===== config.mk =====
export PLATFORM = sky130hd
export DESIGN_NAME = nec_ir_frame_transmitter_top
export DESIGN_NICKNAME = d
export VERILOG_FILES = /design/src/nirt_pkg.sv /design/src/nirt_fifo.sv /design/src/nirt_front.sv /design/src/nirt_engine.sv /design/src/nec_ir_frame_transmitter_top.sv
export VERILOG_INCLUDE_DIRS = /design/src /design/src/src
export SDC_FILE = /design/constraint.sdc
export NUM_CORES = 1
export LEC_CHECK = 0
export BUFFER_PORTS_ARGS = -buffer_cell sky130_fd_sc_hd__clkbuf_2
export CAP_MARGIN = 0
export CORE_ASPECT_RATIO = 1.4
export CORE_MARGIN = 2
export CORE_UTILIZATION = 35
export DETAILED_ROUTE_END_ITERATION = 6
export PLACE_DENSITY = 0.49
export SYNTH_ARGS = -nofsm -noshare
export SYNTH_HDL_FRONTEND = slang
export SYNTH_SLANG_ARGS = --single-unit

===== constraint.sdc =====
create_clock -name clock -period 15.5 [get_ports clock]
set_input_delay 3.1 -clock clock [delete_from_list [all_inputs] [get_ports clock]]
set_output_delay 3.1 -clock clock [all_outputs]
set_load 0.01 [all_outputs]

===== src/assert_macros.svh =====
// assertion macros shared by the nec ir transmitter rtl
// no dependencies; included by files that carry concurrent checks
`ifndef ASSERT_MACROS_SVH
`define ASSERT_MACROS_SVH

// property that must hold at every clock edge outside reset
`define ASSERT_ALWAYS(label, clk, rst, prop, msg) \
   label: assert property (@(posedge clk) disable iff (rst) (prop)) else $error(msg);

// same-cycle implication outside reset
`define ASSERT_IMPLIES(label, clk, rst, ante, cons, msg) \
   label: assert property (@(posedge clk) disable iff (rst) (ante) |-> (cons)) else $error(msg);

`endif


===== src/nirt_pkg.sv =====
// types and constants for the nec ir frame transmitter
// no dependencies; used by every module of the block but nirt_fifo
`timescale 1ns / 1ps
`default_nettype none

package nirt_pkg;

   // field widths
   localparam int CODE_W     = 32;
   localparam int UNIT_W     = 12;
   localparam int HALF_W     = 8;
   localparam int TIME_W     = 16;
   localparam int CSR_ADDR_W = 2;
   localparam int CSR_DATA_W = 16;

   // register indexes
   localparam logic [CSR_ADDR_W-1:0] REG_UNIT_TIME    = 2'd0;
   localparam logic [CSR_ADDR_W-1:0] REG_CARRIER_HALF = 2'd1;
   localparam logic [CSR_ADDR_W-1:0] REG_LEADER_MARK  = 2'd2;
   localparam logic [CSR_ADDR_W-1:0] REG_LEADER_SPACE = 2'd3;

   // register reset values
   localparam logic [UNIT_W-1:0] UNIT_TIME_RESET    = 12'd562;
   localparam logic [HALF_W-1:0] CARRIER_HALF_RESET = 8'd13;
   localparam logic [TIME_W-1:0] LEADER_MARK_RESET  = 16'd9000;
   localparam logic [TIME_W-1:0] LEADER_SPACE_RESET = 16'd4500;

   typedef struct packed {
      logic              req_type;
      logic [CODE_W-1:0] code;
   } req_item_type;

   typedef struct packed {
      logic led_on;
      logic busy_res;
      logic dropped;
   } rsp_item_type;

   typedef enum logic {
      OP_TICK,
      OP_SEND
   } op_type;

   // classified item held between front and engine
   typedef struct packed {
      op_type            op;
      logic [CODE_W-1:0] code;
   } cmd_type;

   typedef struct packed {
      logic                  we;
      logic [CSR_ADDR_W-1:0] addr;
      logic [CSR_DATA_W-1:0] data;
   } csr_write_type;

   typedef enum logic [2:0] {
      PH_IDLE,
      PH_LMARK,
      PH_LSPACE,
      PH_BMARK,
      PH_BSPACE,
      PH_STOP
   } phase_type;

endpackage

`default_nettype wire


===== src/nirt_fifo.sv =====
// small register queue with registered count, used on both sides of the engine
// depends on assert_macros.svh
`timescale 1ns / 1ps
`default_nettype none
`include "assert_macros.svh"

module nirt_fifo #(
   parameter int WIDTH = 8,
   parameter int DEPTH = 2
) (
   input  wire logic             clock,
   input  wire logic             reset,
   input  wire logic             push,
   input  wire logic [WIDTH-1:0] wdata,
   output logic                  full,
   input  wire logic             pop,
   output logic      [WIDTH-1:0] rdata,
   output logic                  empty
);

   localparam int PtrW = (DEPTH > 1) ? $clog2(DEPTH) : 1;
   localparam int CntW = $clog2(DEPTH + 1);

   logic [WIDTH-1:0] mem_ff [DEPTH];
   logic [PtrW-1:0]  wr_ptr_ff, wr_ptr_in;
   logic [PtrW-1:0]  rd_ptr_ff, rd_ptr_in;
   logic [CntW-1:0]  count_ff, count_in;
   logic             push_ok;
   logic             pop_ok;

   // status from the count register
   assign full    = (count_ff == CntW'(DEPTH));
   assign empty   = (count_ff == '0);
   assign push_ok = push && !full;
   assign pop_ok  = pop && !empty;
   assign rdata   = mem_ff[rd_ptr_ff];

   // pointer and count update
   always_comb begin
      wr_ptr_in = wr_ptr_ff;
      rd_ptr_in = rd_ptr_ff;
      if (push_ok) begin
         wr_ptr_in = (wr_ptr_ff == PtrW'(DEPTH - 1)) ? '0 : wr_ptr_ff + PtrW'(1);
      end
      if (pop_ok) begin
         rd_ptr_in = (rd_ptr_ff == PtrW'(DEPTH - 1)) ? '0 : rd_ptr_ff + PtrW'(1);
      end
      count_in = count_ff + CntW'(push_ok) - CntW'(pop_ok);
   end

   always_ff @(posedge clock) begin
      if (reset) begin
         wr_ptr_ff <= '0;
         rd_ptr_ff <= '0;
         count_ff  <= '0;
      end else begin
         wr_ptr_ff <= wr_ptr_in;
         rd_ptr_ff <= rd_ptr_in;
         count_ff  <= count_in;
      end
   end

   // storage, no reset
   always_ff @(posedge clock) begin
      if (push_ok) begin
         mem_ff[wr_ptr_ff] <= wdata;
      end
   end

   `ASSERT_ALWAYS(a_count_range, clock, reset, count_ff <= CntW'(DEPTH), "queue count beyond depth")
   `ASSERT_IMPLIES(a_full_not_empty, clock, reset, full, !empty, "queue full and empty at once")
   `ASSERT_IMPLIES(a_empty_ptrs, clock, reset, count_ff == '0, wr_ptr_ff == rd_ptr_ff, "empty queue with split pointers")

endmodule

`default_nettype wire


===== src/nirt_front.sv =====
// front end: takes request items, classifies them and queues them for the engine
// depends on nirt_pkg and nirt_fifo
`timescale 1ns / 1ps
`default_nettype none

module nirt_front #(
   parameter int DEPTH = 2
) (
   input  wire logic                  clock,
   input  wire logic                  reset,
   input  wire logic                  req_push,
   output logic                       req_full,
   input  wire nirt_pkg::req_item_type req_data,
   output logic                       cmd_valid,
   input  wire logic                  cmd_pop,
   output nirt_pkg::cmd_type          cmd
);

   localparam int CmdW = $bits(nirt_pkg::cmd_type);

   nirt_pkg::cmd_type cmd_new;
   logic [CmdW-1:0]   cmd_bits;
   logic              cmd_empty;

   // classify the item: tick or send
   always_comb begin
      cmd_new.op   = req_data.req_type ? nirt_pkg::OP_SEND : nirt_pkg::OP_TICK;
      cmd_new.code = req_data.code;
   end

   nirt_fifo #(
      .WIDTH(CmdW),
      .DEPTH(DEPTH)
   ) u_cmd_queue (
      .clock(clock),
      .reset(reset),
      .push (req_push),
      .wdata(cmd_new),
      .full (req_full),
      .pop  (cmd_pop),
      .rdata(cmd_bits),
      .empty(cmd_empty)
   );

   assign cmd_valid = !cmd_empty;
   assign cmd       = nirt_pkg::cmd_type'(cmd_bits);

endmodule

`default_nettype wire


===== src/nirt_engine.sv =====
// back end: config registers and the frame sequencer, one item per cycle while the result queue has room
// depends on nirt_pkg and assert_macros.svh
`timescale 1ns / 1ps
`default_nettype none
`include "assert_macros.svh"

module nirt_engine #(
   parameter int CODE_BITS = 32
) (
   input  wire logic                   clock,
   input  wire logic                   reset,
   input  wire nirt_pkg::csr_write_type csr,
   input  wire logic                   cmd_valid,
   input  wire nirt_pkg::cmd_type      cmd,
   output logic                        cmd_pop,
   input  wire logic                   res_full,
   output logic                        res_push,
   output nirt_pkg::rsp_item_type      res_item
);

   localparam int BitsW  = $clog2(CODE_BITS + 1);
   localparam int UnitW  = nirt_pkg::UNIT_W;
   localparam int HalfW  = nirt_pkg::HALF_W;
   localparam int TimeW  = nirt_pkg::TIME_W;
   localparam int PerW   = HalfW + 1;

   // configuration
   logic [UnitW-1:0] unit_time_ff, unit_time_in;
   logic [HalfW-1:0] carrier_half_ff, carrier_half_in;
   logic [TimeW-1:0] lead_mark_ff, lead_mark_in;
   logic [TimeW-1:0] lead_space_ff, lead_space_in;

   // frame state
   nirt_pkg::phase_type  phase_ff, phase_in;
   logic [CODE_BITS-1:0] shift_ff, shift_in;
   logic [BitsW-1:0]     bits_left_ff, bits_left_in;
   logic [TimeW-1:0]     time_left_ff, time_left_in;
   logic [HalfW-1:0]     half_count_ff, half_count_in;
   logic                 level_ff, level_in;
   // carrier period taken at mark start and ticks left in the current period
   logic [PerW-1:0]      mark_period_ff, mark_period_in;
   logic [PerW-1:0]      per_left_ff, per_left_in;

   // derived values
   logic [HalfW-1:0] eff_half;
   logic [HalfW:0]   period;
   logic [UnitW+1:0] unit3;
   logic             lm_ok, ls_ok, bm_ok, bs_ok;
   logic             fire, is_send, in_mark;

   assign eff_half = (carrier_half_ff == '0) ? HalfW'(1) : carrier_half_ff;
   assign period   = {eff_half, 1'b0};
   assign unit3    = {1'b0, unit_time_ff, 1'b0} + {2'b00, unit_time_ff};
   // a mark is non-empty when it holds at least one whole carrier period
   assign lm_ok    = lead_mark_ff >= TimeW'(period);
   assign bm_ok    = TimeW'(unit_time_ff) >= TimeW'(period);
   assign ls_ok    = (lead_space_ff != '0);
   assign bs_ok    = (unit_time_ff != '0);
   assign fire     = cmd_valid && !res_full;
   assign is_send  = (cmd.op == nirt_pkg::OP_SEND);
   assign in_mark  = (phase_ff == nirt_pkg::PH_LMARK) || (phase_ff == nirt_pkg::PH_BMARK)
                     || (phase_ff == nirt_pkg::PH_STOP);

   // register writes
   always_comb begin
      unit_time_in    = unit_time_ff;
      carrier_half_in = carrier_half_ff;
      lead_mark_in    = lead_mark_ff;
      lead_space_in   = lead_space_ff;
      if (csr.we) begin
         unique case (csr.addr)
            nirt_pkg::REG_UNIT_TIME:    unit_time_in    = csr.data[UnitW-1:0];
            nirt_pkg::REG_CARRIER_HALF: carrier_half_in = csr.data[HalfW-1:0];
            nirt_pkg::REG_LEADER_MARK:  lead_mark_in    = csr.data[TimeW-1:0];
            nirt_pkg::REG_LEADER_SPACE: lead_space_in   = csr.data[TimeW-1:0];
            default: ;
         endcase
      end
   end

   // next state: advance the current segment, then skip empty ones
   always_comb begin
      nirt_pkg::phase_type  p;
      logic                 adv;
      logic                 seg_end;
      logic [TimeW-1:0]     rem;
      logic [CODE_BITS-1:0] sh;
      logic [BitsW-1:0]     bl;

      p       = phase_ff;
      adv     = 1'b0;
      seg_end = 1'b0;
      rem     = time_left_ff - TimeW'(1);
      sh      = shift_ff;
      bl      = bits_left_ff;

      phase_in       = phase_ff;
      shift_in       = shift_ff;
      bits_left_in   = bits_left_ff;
      time_left_in   = time_left_ff;
      half_count_in  = half_count_ff;
      level_in       = level_ff;
      mark_period_in = mark_period_ff;
      per_left_in    = per_left_ff;

      if (fire) begin
         if (is_send) begin
            // a send only starts a frame from idle
            if (phase_ff == nirt_pkg::PH_IDLE) begin
               sh  = CODE_BITS'(cmd.code);
               bl  = BitsW'(CODE_BITS);
               p   = nirt_pkg::PH_LMARK;
               adv = 1'b1;
            end
         end else if (phase_ff != nirt_pkg::PH_IDLE) begin
            time_left_in = rem;
            if (in_mark) begin
               // carrier half-period countdown
               if (half_count_ff <= HalfW'(1)) begin
                  level_in      = !level_ff;
                  half_count_in = eff_half;
               end else begin
                  half_count_in = half_count_ff - HalfW'(1);
               end
               // mark ends at a period boundary once no whole period is left
               if (per_left_ff <= PerW'(1)) begin
                  per_left_in = mark_period_ff;
                  seg_end     = (rem < TimeW'(mark_period_ff));
               end else begin
                  per_left_in = per_left_ff - PerW'(1);
               end
            end else begin
               seg_end = (rem == '0);
            end
            if (seg_end) begin
               adv = 1'b1;
               unique case (phase_ff)
                  nirt_pkg::PH_LMARK:  p = nirt_pkg::PH_LSPACE;
                  nirt_pkg::PH_LSPACE: p = nirt_pkg::PH_BMARK;
                  nirt_pkg::PH_BMARK:  p = nirt_pkg::PH_BSPACE;
                  nirt_pkg::PH_BSPACE: begin
                     sh = sh << 1;
                     if (bl != '0) begin
                        bl = bl - BitsW'(1);
                     end
                     p = (bl != '0) ? nirt_pkg::PH_BMARK : nirt_pkg::PH_STOP;
                  end
                  default: p = nirt_pkg::PH_IDLE;
               endcase
            end
         end
      end

      if (adv) begin
         // skip empty segments; lengths come from the registers as each segment starts
         if (p == nirt_pkg::PH_LMARK && !lm_ok) begin
            p = nirt_pkg::PH_LSPACE;
         end
         if (p == nirt_pkg::PH_LSPACE && !ls_ok) begin
            p = nirt_pkg::PH_BMARK;
         end
         if (p == nirt_pkg::PH_BMARK && !bm_ok) begin
            p = nirt_pkg::PH_BSPACE;
         end
         if (p == nirt_pkg::PH_BSPACE && !bs_ok) begin
            // empty bit space: consume the bit, all bits go if marks are empty too
            sh = sh << 1;
            if (bl != '0) begin
               bl = bl - BitsW'(1);
            end
            p = (bl != '0) ? nirt_pkg::PH_BMARK : nirt_pkg::PH_STOP;
            if (p == nirt_pkg::PH_BMARK && !bm_ok) begin
               p = nirt_pkg::PH_STOP;
            end
         end
         if (p == nirt_pkg::PH_STOP && !bm_ok) begin
            p = nirt_pkg::PH_IDLE;
         end

         phase_in     = p;
         shift_in     = sh;
         bits_left_in = bl;

         // load the new segment
         unique case (p)
            nirt_pkg::PH_LMARK: begin
               time_left_in   = lead_mark_ff;
               level_in       = 1'b1;
               half_count_in  = eff_half;
               mark_period_in = period;
               per_left_in    = period;
            end
            nirt_pkg::PH_LSPACE: begin
               time_left_in = lead_space_ff;
               level_in     = 1'b0;
            end
            nirt_pkg::PH_BMARK, nirt_pkg::PH_STOP: begin
               time_left_in   = TimeW'(unit_time_ff);
               level_in       = 1'b1;
               half_count_in  = eff_half;
               mark_period_in = period;
               per_left_in    = period;
            end
            nirt_pkg::PH_BSPACE: begin
               time_left_in = sh[CODE_BITS-1] ? TimeW'(unit3) : TimeW'(unit_time_ff);
               level_in     = 1'b0;
            end
            default: begin
               time_left_in  = '0;
               level_in      = 1'b0;
               half_count_in = '0;
            end
         endcase
      end
   end

   // result of the item in hand
   always_comb begin
      cmd_pop           = fire;
      res_push          = fire;
      res_item.led_on   = !is_send && in_mark && level_ff;
      res_item.busy_res = is_send ? (phase_in != nirt_pkg::PH_IDLE)
                                  : (phase_ff != nirt_pkg::PH_IDLE);
      res_item.dropped  = is_send && (phase_ff != nirt_pkg::PH_IDLE);
   end

   always_ff @(posedge clock) begin
      if (reset) begin
         unit_time_ff    <= nirt_pkg::UNIT_TIME_RESET;
         carrier_half_ff <= nirt_pkg::CARRIER_HALF_RESET;
         lead_mark_ff    <= nirt_pkg::LEADER_MARK_RESET;
         lead_space_ff   <= nirt_pkg::LEADER_SPACE_RESET;
         phase_ff        <= nirt_pkg::PH_IDLE;
         shift_ff        <= '0;
         bits_left_ff    <= '0;
         time_left_ff    <= '0;
         half_count_ff   <= '0;
         level_ff        <= 1'b0;
         mark_period_ff  <= '0;
         per_left_ff     <= '0;
      end else begin
         unit_time_ff    <= unit_time_in;
         carrier_half_ff <= carrier_half_in;
         lead_mark_ff    <= lead_mark_in;
         lead_space_ff   <= lead_space_in;
         phase_ff        <= phase_in;
         shift_ff        <= shift_in;
         bits_left_ff    <= bits_left_in;
         time_left_ff    <= time_left_in;
         half_count_ff   <= half_count_in;
         level_ff        <= level_in;
         mark_period_ff  <= mark_period_in;
         per_left_ff     <= per_left_in;
      end
   end

   `ASSERT_IMPLIES(a_mark_half_live, clock, reset, in_mark, half_count_ff != '0, "carrier count empty inside a mark")
   `ASSERT_IMPLIES(a_idle_quiet, clock, reset, phase_ff == nirt_pkg::PH_IDLE, time_left_ff == '0 && !level_ff, "idle with time or carrier left")
   `ASSERT_IMPLIES(a_active_time, clock, reset, phase_ff != nirt_pkg::PH_IDLE, time_left_ff != '0, "active segment with no time left")
   `ASSERT_IMPLIES(a_bits_live, clock, reset, phase_ff == nirt_pkg::PH_BMARK || phase_ff == nirt_pkg::PH_BSPACE, bits_left_ff != '0 && bits_left_ff <= BitsW'(CODE_BITS), "bit phase with bad bit count")

endmodule

`default_nettype wire


===== src/nec_ir_frame_transmitter_top.sv =====
// nec ir frame transmitter: one led level per tick item, frames started by send items
// Channels: req_push/req_full take items {req_type, code}; req_type 0 is one
// microsecond tick, 1 loads a code and starts a frame. rsp_empty/rsp_pop hand
// back one result {led_on, busy_res, dropped} per item, in order.
// csr_we/csr_addr/csr_wdata write unit_time (0), carrier_half (1),
// leader_mark_time (2), leader_space_time (3); write only with no item in flight.
// Path: an accepted item waits in the command queue; its result goes to the result
// queue, which offers it. Throughput: one item per cycle while the result queue
// has room, set by the frame sequencer, which handles one item per clock.
// Stalls: a command queue and a result queue (QUEUE_DEPTH each) decouple the
// two sides; when rsp_pop holds off the result queue fills, the sequencer
// stops, then the command queue fills and req_full rises.
// A send while a frame runs is dropped and flagged in its result.
// Reset: synchronous; queues empty, sequencer idle, registers to defaults.
// Depends on nirt_pkg, nirt_front, nirt_engine and nirt_fifo.
`timescale 1ns / 1ps
`default_nettype none

module nec_ir_frame_transmitter_top #(
   parameter int CODE_BITS   = 32,
   parameter int QUEUE_DEPTH = 2
) (
   input  wire logic                                clock,
   input  wire logic                                reset,
   input  wire logic                                req_push,
   output logic                                     req_full,
   input  wire nirt_pkg::req_item_type              req_data,
   output logic                                     rsp_empty,
   input  wire logic                                rsp_pop,
   output nirt_pkg::rsp_item_type                   rsp_data,
   input  wire logic                                csr_we,
   input  wire logic [nirt_pkg::CSR_ADDR_W-1:0]     csr_addr,
   input  wire logic [nirt_pkg::CSR_DATA_W-1:0]     csr_wdata
);

   localparam int RspW = $bits(nirt_pkg::rsp_item_type);

   nirt_pkg::csr_write_type csr;
   nirt_pkg::cmd_type       cmd;
   nirt_pkg::rsp_item_type  res_item;
   logic                    cmd_valid;
   logic                    cmd_pop;
   logic                    res_full;
   logic                    res_push;
   logic [RspW-1:0]         rsp_bits;

   // bundle the write port
   always_comb begin
      csr.we   = csr_we;
      csr.addr = csr_addr;
      csr.data = csr_wdata;
   end

   nirt_front #(
      .DEPTH(QUEUE_DEPTH)
   ) u_front (
      .clock    (clock),
      .reset    (reset),
      .req_push (req_push),
      .req_full (req_full),
      .req_data (req_data),
      .cmd_valid(cmd_valid),
      .cmd_pop  (cmd_pop),
      .cmd      (cmd)
   );

   nirt_engine #(
      .CODE_BITS(CODE_BITS)
   ) u_engine (
      .clock    (clock),
      .reset    (reset),
      .csr      (csr),
      .cmd_valid(cmd_valid),
      .cmd      (cmd),
      .cmd_pop  (cmd_pop),
      .res_full (res_full),
      .res_push (res_push),
      .res_item (res_item)
   );

   // result queue towards the consumer
   nirt_fifo #(
      .WIDTH(RspW),
      .DEPTH(QUEUE_DEPTH)
   ) u_rsp_queue (
      .clock(clock),
      .reset(reset),
      .push (res_push),
      .wdata(res_item),
      .full (res_full),
      .pop  (rsp_pop),
      .rdata(rsp_bits),
      .empty(rsp_empty)
   );

   assign rsp_data = nirt_pkg::rsp_item_type'(rsp_bits);

endmodule

`default_nettype wire


# After elaboration in Yosys (flattened, before gate mapping)
# Memories as Yosys holds them, arrays and structs flattened. A register that Yosys moved wholly into a read port is not among the register bits.
# Cells that the tools add are included.
[word_totals] output_inout_bits=5 ramBits=72 mem_bits_ro=0 ff_bits=143 n_memories=2 latch_bits=0
[memory_table] memory="u_front.u_cmd_queue.mem_ff" depth=2 word_bits=33 read_ports=1 rd_ports_with_merged_regs=1 wr=1 line="nirt_fifo.sv:24" source="logic [WIDTH-1:0] mem_ff [DEPTH];"
[memory_table] memory="u_rsp_queue.mem_ff" depth=2 word_bits=3 read_ports=1 rd_ports_with_merged_regs=1 wr=1 line="nirt_fifo.sv:24"
[op_classes] n_div=0 add_sub_neg=14 bitwise=0 n_mul=0 order_cmp=5 n_mux=96 n_shift=0 reduce_logical=54 eq_ne=22
[op_table] operator="32-bit two-way mux" count=8
[op_table] operator="6-bit two-way mux" count=16
[op_table] operator="16-bit two-way mux" count=4
[op_table] operator="16-bit case mux with 4 select lines" count=1
[op_table] operator="9-bit two-way mux" count=7
[op_table] operator="3-bit two-way mux" count=19
[op_table] operator="8-bit two-way mux" count=7
[op_table] operator="1-bit two-way mux" count=31
[op_table] operator="6-bit nonzero test" count=4
[op_table] operator="3-bit by 2-bit == test with 1-bit output, second input constant" count=7
[op_table] operator="3-bit == test, second input constant" count=6
[op_table] operator="16-bit by 9-bit greater-or-equal comparator with 1-bit output" count=1
[op_table] operator="16-bit zero test" count=1
[op_table] operator="16-bit by 9-bit less-than comparator with 1-bit output" count=1
[op_table] operator="8-bit case mux with 2 select lines" count=1
[op_table] operator="16-bit nonzero test" count=1
[op_table] operator="16-bit by 1-bit subtractor with 16-bit output, second input constant" count=1
[op_table] operator="13-bit by 12-bit adder with 14-bit output" count=1
[op_table] operator="1-bit logical AND" count=14
[op_table] operator="14-bit two-way mux" count=1
[op_table] operator="12-bit by 9-bit greater-or-equal comparator with 1-bit output" count=1
[op_table] operator="3-bit case mux with 4 select lines" count=1
[op_table] operator="12-bit nonzero test" count=1
[op_table] operator="6-bit by 1-bit subtractor with 6-bit output, second input constant" count=2
[op_table] operator="23 further kinds" count=54

# Depth between registers and ports, before layout
# Gate-level depths: netlist (run 1).
[depth] word_depth=49 depth_mapped=23 ltp_nobuf=19

# Hierarchy
# Synthesis (run 1) repeated with hierarchy kept, for this count alone.
[unflattened] hier_cells=1509 hier_area_um2=12892.4
[by_module_without_submodules] mod="nirt_engine" seq_area_each_um2=2702.6 area_per_inst_um2=9833.2 cells_per_inst=1342 n_inst=1
[by_module_without_submodules] mod="nirt_fifo (u_front.u_cmd_queue)" seq_area_each_um2=2082.0 area_per_inst_um2=2607.5 cells_per_inst=130 n_inst=1
[by_module_without_submodules] mod="nirt_fifo (u_rsp_queue)" seq_area_each_um2=280.3 area_per_inst_um2=447.9 cells_per_inst=36 n_inst=1
[by_module_without_submodules] mod="nirt_front" seq_area_each_um2=0.0 area_per_inst_um2=3.8 cells_per_inst=1 n_inst=1

# Worst setup path before layout (run 1)
# Ideal clock, no wire load.
[synth_path] path_kind="reg2reg" startpoint="reg u_engine.time_left_ff[2]" endpoint="reg u_engine.time_left_ff[12]" stages_incl_launch_ff=23 path_buffers=5 setup_time_ns=0.078 t_arrival_ns=5.028 synth_period_minus_slack_ns=5.105 path_slack_ns=10.395 required_time_ns=15.422 cell_sequence="dfxtp_1 buf_6 or4_4 buf_6 nor4_1 xor2_1 ha_1 a21oi_1 and3_1 o21ai_0 a2111oi_1 nor2_2 or4_1 buf_2 and2_4 buf_6 a221o_1 nand2_4 mux2i_1 nand3_2 buf_2 o21a_1 nor3_1"
[synth_via] elab_chain_cells=35 word_cells_on_any_way=72 classes_between="2 x add/sub; 1 x order compare; 12 x eq/ne; 44 x mux; 13 x reduce/logical"
[synth_lines] item="start: declaration" line="nirt_engine.sv:37" source="logic [TimeW-1:0] time_left_ff, time_left_in;"
[synth_lines] item="start signal: assignment" line="nirt_engine.sv:249" source="time_left_ff <= time_left_in;"
[synth_lines] item="16-bit by 1-bit subtractor with 16-bit output (*)" line="nirt_engine.sv:93" source="rem = time_left_ff - TimeW'(1);"
[synth_lines] item="16-bit by 9-bit less-than comparator with 1-bit output" line="nirt_engine.sv:128" source="seg_end = (rem < TimeW'(mark_period_ff));"
[synth_lines] item="1-bit two-way mux" line="nirt_engine.sv:126" source="if (per_left_ff <= PerW'(1)) begin"
[synth_lines] item="1-bit two-way mux" line="nirt_engine.sv:117" source="if (in_mark) begin"
[synth_lines] item="1-bit two-way mux" line="nirt_engine.sv:115" source="end else if (phase_ff != nirt_pkg::PH_IDLE) begin"
[synth_lines] item="1-bit two-way mux" line="nirt_engine.sv:107" source="if (is_send) begin"
[synth_lines] item="1-bit two-way mux" line="nirt_engine.sv:106" source="if (fire) begin"
[synth_lines] item="3-bit two-way mux" line="nirt_engine.sv:135" source="if (seg_end) begin"
[synth_lines] item="[19 not listed]"
[synth_lines] item="3-bit == test" line="nirt_engine.sv:176" source="if (p == nirt_pkg::PH_STOP && !bm_ok) begin"
[synth_lines] item="1-bit logical AND" line="nirt_engine.sv:176"
[synth_lines] item="3-bit two-way mux" line="nirt_engine.sv:176"
[synth_lines] item="3-bit two-way mux" line="nirt_engine.sv:154" source="if (adv) begin"
[synth_lines] item="3-bit by 2-bit == test with 1-bit output / 3-bit == test (equally long branches)" line="nirt_engine.sv:185" source="unique case (p)"
[synth_lines] item="2-bit OR reduction"
[synth_lines] item="16-bit case mux with 4 select lines" line="nirt_engine.sv:185"
[synth_lines] item="16-bit two-way mux" line="nirt_engine.sv:154"
# Every way passes the cells marked *; elsewhere a longest branch is shown, timed or not. The select of a mux whose other input is x is not followed.
# A chain may end at the register's enable or synchronous reset.

# Worst setup path in the final report (run 1)
[layout_path] startpoint="reg u_engine.time_left_ff[0]" endpoint="reg u_engine.time_left_ff[3]"
# The elaborated chain is that of the path after synthesis.

==> flow_summary.yaml, run 1 <==
synth:
  synth_area_sq_um: 12580
  async_flop_share: 0
  synth_edf_count: 72
  yosysWarnings: 0
  synth_cells: 1409
  synth_flop_cell: "dfxtp_1"
  synth_seq_cells: 217
  synth.distinct_cells: 97
  syn_nets: 1522
  synth.avg_cell_area_sq_um: 8.925
  synth-seq-area-share: 0.4027
critical_path:
  cp-start-kind: "register"
  cp.required_ns: 15.97
  worstPathMaxFanout: 43
  slowest_delay_ns: 0.71
  crit_start: "u_engine.time_left_ff[0]"
  rr_worst_depth: 19
  crit_arrival_ns: 6.74
  slowest_stage: "or4_1"
  r2r_slack_ns: 9.23
  crit_type: "reg2reg"
  reg2reg_from: "u_engine.time_left_ff[0]"
  end_kind: "register"
  timing.critical_path.to: "u_engine.time_left_ff[3]"
  cpMostUsedCell: "ha_1"
  crit_chain: "inv_1, ha_1, or3b_2, nor3_1, xor2_1, ha_1, nand4_1, and3_1, o21ai_0, a2111oi_1, nor2_2, or4_1, and2_4, a221o_1, nand2_4, mux2i_1, nand3_2, o221a_1, nor4_2"
  crit_buf_inv: 1
  r2r_end: "u_engine.time_left_ff[3]"
  cp.depth: 19
  crit_family: "simple AND/OR/NAND/NOR gates"
timing:
  fin_crit_sh: 0.4043
  slew_viol_final: 0
  fmax_mhz: 159.6
  clock-skew-final_ns: 0.01716
  tns_ns: 0
  rsz0062_at_grt: "false"
  worst_pin_slew_ns: 1.039
  slew_headroom: 0.3059
  setup_viol: 0
  min_period_ns: 6.267
  hold_viol: 0
job:
  maxCapViolCount: 0
clocking:
  post-cts-setup-buffer-count: 0
  cts.sinks: 217
  numCtsBuffers: 25
  hold_buffers: 0
  cts_buffer_depth: 3
  clk_pin_slew_ns: 0.07
  root_buffer: "clkbuf_16"
  cts_resized: 0
  worstSkewPairLatency_ns: 0.55
  cts-htree-levels: 1
  cts_tree: "yes"
detailed_routing:
  drt_iter0_markers: 743
  via_count: 10634
  ant_nets: 0
  routed_via_density: 5.579
  firstDrtPassIters: 5
  wirelength_um: 36640
  routedWlPerCell_um: 19.22
  drc: 0
pwr:
  power.switching_w: 0.001060
  p_int_w: 0.001446
  p_per_area_nw_per_um2: 178.1
  leakagePower_nw: 5.354
  power.share.clock: 0.240
  switching_share: 0.4231
  ir_worst_vdd_mv: 0.08917
  seqPwrFrac: 0.303
  p_comb_frac: 0.456
floorplanning:
  die_h_um: 228.3
  initial_core_util: 0.3532
  rows: 82
  core_area_sq_um: 35600
  dieArea_sq_um: 37480
  dieWidth_um: 164.2
  io_pins: 61
final_layout:
  fillers: 3558
  drive_above_1_share: 0.1392
  final_area_sq_um: 14060
  synthToLayoutAreaGrowth_pct: 11.84
  nets: 1538
  antenna_cells: 0
grt:
  grt_usage: 0.1961
  antenna_found_initial: 0
  overflow: 0
  grt_pass1_vias: 10533
  grt_pass1_wl_um: 58770
  grt_max_degree: 76
place:
  hpwl_um: 26010
  dpl_cell_area_sq_um: 13220
  place_congestion: 0.8896
  io_buffers: 60
min_path:
  worstHoldPathType: "reg2reg"
status:
  outcome: "finished clean"
==> synth_stat cells (13+ instances only) <==
cell	n	area [sq um]
nand2_1	223	837.1
dfxtp_1	145	2903
a21oi_1	143	715.7
nor2_1	93	349.1
edfxtp_1	72	2162
inv_1	66	247.7
clkbuf_1	60	225.2
ha_1	56	700.7
mux2i_1	44	440.4
o21ai_0	39	195.2
mux2_2	33	371.6
nor3_1	31	155.2
a222oi_1	30	300.3
nor4_1	19	118.9
o221ai_1	18	157.7
a31oi_1	17	106.4
xnor2_1	16	140.1
and3_1	14	87.58
a22oi_1	13	97.59
==> worst reg2reg max path: stages (launching register included) <==
cell and delay [ns]:
dfxtp_1 0.37, inv_1 0.08, ha_1 0.25, or3b_2 0.50, nor3_1 0.30, xor2_1 0.19, ha_1 0.27, nand4_1 0.09
and3_1 0.15, o21ai_0 0.08, a2111oi_1 0.48, nor2_2 0.19, or4_1 0.71, and2_4 0.24, a221o_1 0.41, nand2_4 0.54
mux2i_1 0.47, nand3_2 0.31, o221a_1 0.32, nor4_2 0.23
==> routing by layer <==
layer  share of wire  track usage
met5               0            0
met3           0.030      0.01982
met4           0.032      0.07319
met1            0.42       0.2371
met2            0.52       0.3537
==> cells in the final DEF, fill, tap and decap left out, drive strengths merged, types with 13 or more instances in the layout <==
| master | instances |
|---|---|
| and3 | 14 |
| xnor2 | 16 |
| a22oi | 13 |
| nand2 | 225 |
| inv | 67 |
| mux2 | 34 |
| edfxtp | 72 |
| buf | 17 |
| nor4 | 24 |
| o221ai | 19 |
| nor3 | 33 |
| nand3 | 14 |
| a31oi | 17 |
| ha | 56 |
| nor2 | 95 |
| a222oi | 30 |
| o21ai | 45 |
| a21oi | 146 |
| dfxtp | 145 |
| clkbuf | 91 |
| mux2i | 44 |
| a221oi | 13 |
==> power by group through the flow <==
stage | sequential (W) | clock, W | combinational [W]
6_report | 0.000760 | 0.000602 | 0.00114
3_5_place_dp | 0.000771 | 0 | 0.00114
2_1_floorplan | 0.000730 | 0 | 0.000884
4_1_cts | 0.000759 | 0.000618 | 0.00115
5_1_grt | 0.000770 | 0.000643 | 0.00128
3_3_place_gp | 0.000770 | 0 | 0.00114
==> registers in the layout (all words and copies together) (netlist names), 2 cells and up, named ones only <==
register / cells
u_engine.per_left_ff: 9
u_rsp_queue.mem_ff: 6
u_rsp_queue.count_ff: 2
u_engine.unit_time_ff: 12
u_engine.bits_left_ff: 6
u_engine.half_count_ff: 8
u_engine.lead_space_ff: 16
u_engine.carrier_half_ff: 8
u_front.u_cmd_queue.count_ff: 2
u_engine.shift_ff: 32
u_engine.mark_period_ff: 8
u_engine.lead_mark_ff: 16
u_front.u_cmd_queue.mem_ff: 66
u_engine.time_left_ff: 16
u_engine.phase_ff: 3
==> layout make-up <==
class / count / area [sq um] / area share
multi-input cells: 1038 / 6905 / 0.4910
flip-flops and latches: 217 / 5065 / 0.3601
clock buffers: 32 / 714.4 / 0.05080
well taps: 462 / 578.1 / 0.04110
repair buffers: 76 / 422.9 / 0.03007
inverters: 67 / 251.5 / 0.01788
clock inverters: 14 / 127.6 / 0.009074
==> cells by family after synthesis <==
| group | after synthesis | synth area share |
|---|---|---|
| AO/OA/AOI/OAI | 385 | 0.2165 |
| XOR/XNOR | 28 | 0.01950 |
| adder cells (fa/ha/maj) | 57 | 0.05731 |
| buffers and inverters | 154 | 0.05034 |
| flip-flops | 217 | 0.4027 |
| multiplexers | 78 | 0.06576 |
| AND/OR/NAND/NOR | 490 | 0.1878 |
==> how the worst min path moves through the flow <==
stage,from,end,slack (ns),cells past startpoint
final,u_engine.mark_period_ff[8],u_engine.mark_period_ff[8],0.45,2
after global routing,u_engine.mark_period_ff[8],u_engine.mark_period_ff[8],0.48,2
after CTS,u_engine.mark_period_ff[8],u_engine.mark_period_ff[8],0.46,2
after detailed placement,u_engine.mark_period_ff[8],u_engine.mark_period_ff[8],0.45,2
after global placement,u_engine.mark_period_ff[8],u_engine.mark_period_ff[8],0.44,2
after floorplan,u_engine.carrier_half_ff[0],u_engine.carrier_half_ff[0],0.44,1
==> stage by stage <==
step / util / setup slack, ns / hold WS (ns) / cells / power [W]
after global placement: 0.3714 / 9.406 / 0.4413 / 1860 / 0.001910
after detailed placement: 0.3714 / 9.210 / 0.4479 / 1860 / 0.001915
after CTS: 0.3951 / 9.218 / 0.4566 / 1906 / 0.002529
after global routing: 0.3951 / 8.615 / 0.4840 / 1906 / 0.002691
final: 0.3951 / 9.233 / 0.4530 / 1906 / 0.002506
after floorplan: - / 10.39 / 0.4363 / 1409 / 0.001615
Note: power is estimated with default switching activity, not from simulation.
==> run 2, diff against run 1 <==
Clock period 15.5 ns to 6.1 ns, I/O delays scaled along.
==> run 2 against run 1 <==
  * Combinational power grew to 2.6 times the previous value
  * Total power grew to 2.5 times the previous value
  * Non-clock buffer count grew 18
  * Wire length grew 0.73%
  * Hold slack gained 0.00066 ns
  * Global-route usage is essentially flat
  * Worst setup slack lost 8.9 ns
  * Largest power group unchanged
==> flow_summary.yaml, run 2 (synthesis gave the netlist of run 1 again) <==
final_layout:
  antenna_cells: 0
  layout_commonest_cell: "nand2_1"
  regMostFlops: "u_front.u_cmd_queue.mem_ff"
  drive_above_1_share: 0.1474
  layout_common_cells: "223 x nand2_1, 145 x dfxtp_1, 143 x a21oi_1"
  nets: 1555
  layout_top_registers: "u_front.u_cmd_queue.mem_ff x66, u_engine.shift_ff x32"
  final_area_sq_um: 14160
  multi_input_area_sq_um: 6932
  seqCellArea_sq_um: 5065
  synthToLayoutAreaGrowth_pct: 12.61
  fillers: 3561
  largest_reg_flops: 66
timing:
  clock-skew-final_ns: 0.009554
  fin_crit_sh: 0.9387
  tns_ns: 0
  rsz0062_at_grt: "false"
  setup_viol: 0
  min_period_ns: 5.726
  slew_viol_final: 0
  fmax_mhz: 174.6
  worst_pin_slew_ns: 1.010
  slew_headroom: 0.3248
  hold_viol: 0
critical_path:
  worstPathMaxFanout: 42
  end_kind: "register"
  crit_type: "reg2reg"
  crit_arrival_ns: 6.18
  cp.required_ns: 6.55
  cp-start-kind: "register"
status:
  outcome: "finished clean"
clocking:
  cts-htree-levels: 1
  cts_tree: "yes"
  cts.sinks: 217
  cts_buffer_depth: 3
  worstSkewPairLatency_ns: 0.54
  root_buffer: "clkbuf_16"
  hold_buffers: 0
  cts_resized: 0
  numCtsBuffers: 24
  post-cts-setup-buffer-count: 0
  clk_pin_slew_ns: 0.06
pwr:
  switching_share: 0.4240
  p_int_w: 0.003671
  ir_worst_vdd_mv: 0.2293
  leakagePower_nw: 5.431
  power.switching_w: 0.002703
  seqPwrFrac: 0.303
  p_comb_frac: 0.470
  power.share.clock: 0.227
  p_per_area_nw_per_um2: 450.1
min_path:
  worstHoldPathType: "reg2reg"
detailed_routing:
  firstDrtPassIters: 6
  ant_nets: 0
  wirelength_um: 36910
  routedWlPerCell_um: 19.21
  via_count: 10833
  drt_iter0_markers: 778
  routed_via_density: 5.639
  drc: 0
place:
  hpwl_um: 26530
  dpl_cell_area_sq_um: 13370
  io_buffers: 60
  place_congestion: 0.8993
floorplanning:
  rows: 82
  dieArea_sq_um: 37480
  dieWidth_um: 164.2
  io_pins: 61
  die_h_um: 228.3
  initial_core_util: 0.3532
  core_area_sq_um: 35600
job:
  maxCapViolCount: 0
grt:
  grt_max_degree: 67
  grt_pass1_vias: 10610
  grt_usage: 0.1963
  antenna_found_initial: 0
  overflow: 0
  grt_pass1_wl_um: 58480
==> run 2: power by group through the flow <==
stage,Clock [W],Sequential (W),Combinational [W]
floorplan,0,0.00186,0.00225
global placement,0,0.00196,0.00296
detailed placement,0,0.00196,0.00298
CTS,0.00149,0.00193,0.00300
global route,0.00154,0.00196,0.00333
finish,0.00145,0.00193,0.00299
==> run 2: layout make-up <==
| type | count | area share |
|---|---|---|
| Multi-Input combinational cell | 1038 | 0.4895 |
| Clock inverter | 12 | 0.006008 |
| Tap cell | 462 | 0.04082 |
| Sequential cell | 217 | 0.3577 |
| Clock buffer | 31 | 0.04798 |
| Timing Repair Buffer | 94 | 0.04029 |
| Inverter | 67 | 0.01776 |
==> run 2: critical path, cell delays in order, from the launching register on <==
cell       delay (ns)
dfxtp_1          0.35
inv_1            0.09
ha_1             0.26
or3b_2           0.51
nor3_2           0.21
xor2_1           0.20
ha_1             0.28
nand4_1          0.09
and3_1           0.15
o21ai_0          0.08
a2111oi_1        0.53
nor2_2           0.15
or4_1            0.65
and2_4           0.20
a221o_1          0.39
nand2_4          0.11
buf_12           0.25
mux2i_2          0.41
nand3_4          0.21
o221a_1          0.27
nor4_2           0.23
==> run 2: path summary, 6_finish.rpt <==
| kind | from | endpoint | slack, ns | depth (start not counted) |
|---|---|---|---|---|
| worst min-delay path | u_engine.mark_period_ff[8] | u_engine.mark_period_ff[8] | 0.45 | 2 |
| worst max-delay path | u_engine.time_left_ff[1] | u_engine.time_left_ff[3] | 0.37 | 20 |
| worst min register to register | u_engine.mark_period_ff[8] | u_engine.mark_period_ff[8] | 0.45 | 2 |
| worst max register to register | u_engine.time_left_ff[1] | u_engine.time_left_ff[3] | 0.37 | 20 |
==> run 2: stage by stage <==
stage / std cells / utilization / setup WS (ns) / hold slack [ns] / power [W]
final: 1921 / 0.3978 / 0.3741 / 0.4537 / 0.006373
after global routing: 1921 / 0.3978 / 0.03870 / 0.4865 / 0.006828
after CTS: 1921 / 0.3970 / 0.1376 / 0.4569 / 0.006421
after detailed placement: 1878 / 0.3756 / 0.1377 / 0.4483 / 0.004941
after global placement: 1878 / 0.3756 / 0.2797 / 0.4414 / 0.004915
after floorplan: 1409 / - / 0.9946 / 0.4363 / 0.004103
==> run 2: routing by layer <==
layer | vias to the layer above | wire length [um] | global-route usage | share of wire
met2 | 218 | 19320 | 0.3580 | 0.52
met1 | 5254 | 14920 | 0.2301 | 0.40
met3 | 73 | 1169 | 0.01964 | 0.032
met4 | 0 | 1501 | 0.08251 | 0.041
met5 | - | 0 | 0 | 0
li1 | 5288 | - | - | -
